$ cat config.mk
export PLATFORM = sky130hd
export DESIGN_NAME = swm_cell
export DESIGN_NICKNAME = d
export VERILOG_FILES = /design/src/rtl/core/swm_pkg.sv /design/src/rtl/core/swm_cell.sv
export SDC_FILE = /design/constraint.sdc
export NUM_CORES = 1
export LEC_CHECK = 0
export ABC_AREA = 1
export BUFFER_PORTS_ARGS = -buffer_cell sky130_fd_sc_hd__buf_2
export CAP_MARGIN = 5
export CORE_ASPECT_RATIO = 1.75
export CORE_MARGIN = 2
export CORE_UTILIZATION = 35
export CTS_CLUSTER_DIAMETER = 30
export CTS_CLUSTER_SIZE = 28
export DETAILED_ROUTE_END_ITERATION = 10
export PLACE_DENSITY = 0.64
export SYNTH_ARGS = -nofsm -noshare
export SYNTH_HDL_FRONTEND = slang
export SYNTH_SLANG_ARGS = --single-unit
$ cat constraint.sdc
create_clock -name clk -period 4.3 [get_ports clk]
set_input_delay 0.645 -clock clk [delete_from_list [all_inputs] [get_ports clk]]
set_output_delay 0.645 -clock clk [all_outputs]
set_load 0.02 [all_outputs]
$ cat src/rtl/core/swm_pkg.sv
// Package for the sliding window median filter.
// Holds the sequencer state type and the control word of the sorting cells.
// No dependencies.
`default_nettype none

package swm_pkg;

    typedef enum logic [1:0] {
        ST_IDLE,
        ST_RUN,
        ST_EMIT
    } swm_state_t;

    typedef enum logic [1:0] {
        OP_HOLD,
        OP_CLEAR,
        OP_DROP,
        OP_INSERT
    } cell_op_t;

    typedef struct packed {
        cell_op_t op;
        logic     head;
    } cell_ctrl_t;

endpackage

`default_nettype wire

$ cat src/rtl/core/swm_cell.sv
// One cell of the sorted chain: holds one window entry and its valid flag.
// Depends on swm_pkg for the control word.
`default_nettype none

module swm_cell
    import swm_pkg::*;
#(
    parameter int SAMPLE_BITS = 32
) (
    input  wire                           clk,
    input  wire                           rst_n,
    input  wire cell_ctrl_t               ctrl,
    input  wire logic signed [SAMPLE_BITS-1:0] key,
    input  wire logic signed [SAMPLE_BITS-1:0] old,
    input  wire                           left_valid,
    input  wire logic signed [SAMPLE_BITS-1:0] left_value,
    input  wire                           right_valid,
    input  wire logic signed [SAMPLE_BITS-1:0] right_value,
    output logic                          valid,
    output logic signed [SAMPLE_BITS-1:0] value
);

    logic                          valid_reg;
    logic                          valid_next;
    logic signed [SAMPLE_BITS-1:0] value_reg;
    logic signed [SAMPLE_BITS-1:0] value_next;
    logic                          left_gt;
    logic                          left_le;
    logic                          self_gt;

    always_comb
    begin
        left_gt    = left_valid && (left_value > key);
        left_le    = ctrl.head || (left_valid && !(left_value > key));
        self_gt    = !valid_reg || (value_reg > key);
        valid_next = valid_reg;
        value_next = value_reg;
        unique case (ctrl.op)
            OP_HOLD:
            begin
                valid_next = valid_reg;
            end
            OP_CLEAR:
            begin
                valid_next = 1'b0;
            end
            OP_DROP:
            begin
                if (valid_reg && (value_reg >= old))
                begin
                    valid_next = right_valid;
                    value_next = right_value;
                end
            end
            OP_INSERT:
            begin
                priority if (left_gt)
                begin
                    valid_next = left_valid;
                    value_next = left_value;
                end
                else if (left_le && self_gt)
                begin
                    valid_next = 1'b1;
                    value_next = key;
                end
                else
                begin
                    valid_next = valid_reg;
                end
            end
            default:
            begin
                valid_next = valid_reg;
            end
        endcase
    end

    always_ff @(posedge clk or negedge rst_n)
    begin
        if (!rst_n)
        begin
            valid_reg <= 1'b0;
        end
        else
        begin
            valid_reg <= valid_next;
        end
    end

    always_ff @(posedge clk)
    begin
        value_reg <= value_next;
    end

    assign valid = valid_reg;
    assign value = value_reg;

endmodule

`default_nettype wire

==> run metrics <==
main flop type after synthesis=edfxtp_1; Pleak=0.00301 uW; number of library cell types mapped by synthesis=28; initial antenna violation count=1; largest net degree at the start of global routing=35; outcome=finished, final reports clean; Tcrit/Tclk final=0.725; core area=11600 sq um; vias per cell=4.98; postcts setup bufs=0; worst min-delay path class=input port to asynchronous set/reset pin; CP arrival=3.08 ns; Post-Layout Cell Count=883; Starting DRT DRC Count=121; gpl congestion=0.866; Max-Cap Viols=0; CTS buffer count=5; final setup vio count=0; RSZ-0062 raised after global routing=no; Max VDD drop=164 uV; CTS max path bufs=2; synthesized cell area=4190 sq um; Starting Density=0.360; Rows=52; Critical Path RT=4.26 ns; I/O pin count=168; Slew HR=0.359; synth warn=0; Crit. End Element=flop; final hold vios=0; critical path type=flop to flop; placed insts=874; Area Growth Syn to Fin=26.6%; post-synthesis sequential area ratio=0.235; Syn Nets=812; drt pass-1 iters=4; Setup crit start kind=flop; Final Worst Setup Slack=1.18 ns; Die Height=149 um; cts hold-fix bufs=0; ys async rst share=0.0303; CTS tree=done; layout cell share with drive strength beyond 1=0.248; nets=977; post-DP HPWL=10.9 mm; clk sinks=33; later-pin clock latency in the skew report=0.28 ns; Mapped Cells=581; CP Max Fanout=16; Sum Neg Setup Slack=0 ns; chip width=86.7 um; Vias=4399; Clock transition at path regs=0.06 ns; EDFF count, synth=32; Die ar.=12900 sq um; Achievable Freq=321 MHz; crit path time final=3.12 ns; residual DRC count=0; DR WL/cell=14.6 um; Clock Skew=0.00694 ns; Routed WL=12.9 mm; Max Slew Vio Count=0; htree depth=2; Min Hold Slack=0.122 ns; Yosys reg bits=33; post-place setup slack=0.871 ns; Antenna Nets Post-Route=0; Power Density=253 nW/um^2; number of global-route vias before repair=4618; first-pass GRT wire length=20.6 mm; measured slew at the worst slew-check pin=0.960 ns; I/O Buffers=167; GR Overflow Total=0; syn avg cell area=7.21 sq um; total global-route track usage=0.203; max FFs per register=32; Root Driver=clkbuf_16; post_cts resized=0
==> critical path: stages, from the launching register on <==
cell,delay (ns)
edfxtp_1,0.46
ha_1,0.40
nand2_1,0.09
nor2_1,0.14
nand2_1,0.15
nor4_1,0.56
nand4_1,0.24
nand3_1,0.17
nand2_1,0.12
a21boi_4,0.17
buf_4,0.29
==> layout make-up <==
type	count	area, sq um
clock inverter	2	33.8
antenna	1	2.50
tap	135	169
multi-input combinational	446	2790
sequential	33	986
timing repair buffer	170	858
inverter	90	340
fill	1205	6340
clock buffer	6	129
==> stage by stage <==
step / util / total power [uW] / cell area [sq um]
after CTS: 0.455 / 1360 / 5300
final: 0.455 / 1340 / 5300
after detailed placement: 0.441 / 942 / 5140
after global routing: 0.455 / 1450 / 5300
after floorplan: - / 752 / 4190
after global placement: 0.441 / 928 / 5140
==> synthesized netlist by cell type (3+ instances only) <==
cell type | count | share of area
a21oi_1 | 44 | 0.053
nor2_1 | 57 | 0.051
clkbuf_1 | 6 | 0.0054
ha_1 | 96 | 0.29
inv_1 | 89 | 0.080
o21ai_1 | 30 | 0.036
nand2_1 | 140 | 0.13
nand3b_1 | 3 | 0.0054
buf_6 | 6 | 0.016
o211ai_1 | 3 | 0.0054
nand3_1 | 8 | 0.0096
edfxtp_1 | 32 | 0.23
o21ai_0 | 44 | 0.053
nand4_1 | 6 | 0.0090
==> kinds of logic (layout without fill, tap and decap cells) <==
| logic type | count (synthesis) | in the layout | share of synthesized area |
|---|---|---|---|
| adders and majority gates | 96 | 96 | 0.287 |
| DFF | 33 | 33 | 0.235 |
| buffers and inverters | 102 | 268 | 0.103 |
| and+or+nand+nor | 223 | 223 | 0.218 |
| AOI/OAI and AO/OA | 127 | 127 | 0.157 |
| other | 0 | 1 | 0 |
==> worst paths after layout <==
| check | startpoint | endpoint | slack, ns | cells past startpoint |
|---|---|---|---|---|
| min in group clk | valid | valid | 0.55 | 2 |
| max reg2reg | value[31] | value[26] | 1.18 | 10 |
| min | rst_n | valid | 0.12 | 1 |
| max | value[31] | value[26] | 1.18 | 10 |
| min reg2reg | valid | valid | 0.55 | 2 |
| max in group asynchronous | rst_n | valid | 4.10 | 1 |
==> metal layers <==
layer  global-route usage  up-vias  share of wire
met5                    0        -              0
met4               0.0703        0          0.028
met3               0.0232       25          0.036
met2                0.423      112           0.58
met1                0.194     1994           0.36
li1                     -     2268              -
==> placed cells by master (no fill, tap or decap), types with 3 or more instances in the layout <==
cell	n
inv_1	89
buf_4	3
o211ai_1	3
nand3b_1	3
ha_1	96
buf_2	167
nand2_1	140
clkbuf_16	5
nand3_1	8
a21oi_1	44
nor2_1	57
edfxtp_1	32
nand4_1	6
o21ai_1	30
o21ai_0	44
==> report_power, final <==
group | leakage [uW] | internal [uW] | total [uW] | switching (uW)
clock | 0.0000785 | 272 | 412 | 140
sequential | 0.000316 | 396 | 426 | 30.0
combinational | 0.00261 | 201 | 505 | 304
total | 0.00301 | 868 | 1340 | 474
No activity file was read; power rests on OpenSTA's default activity.
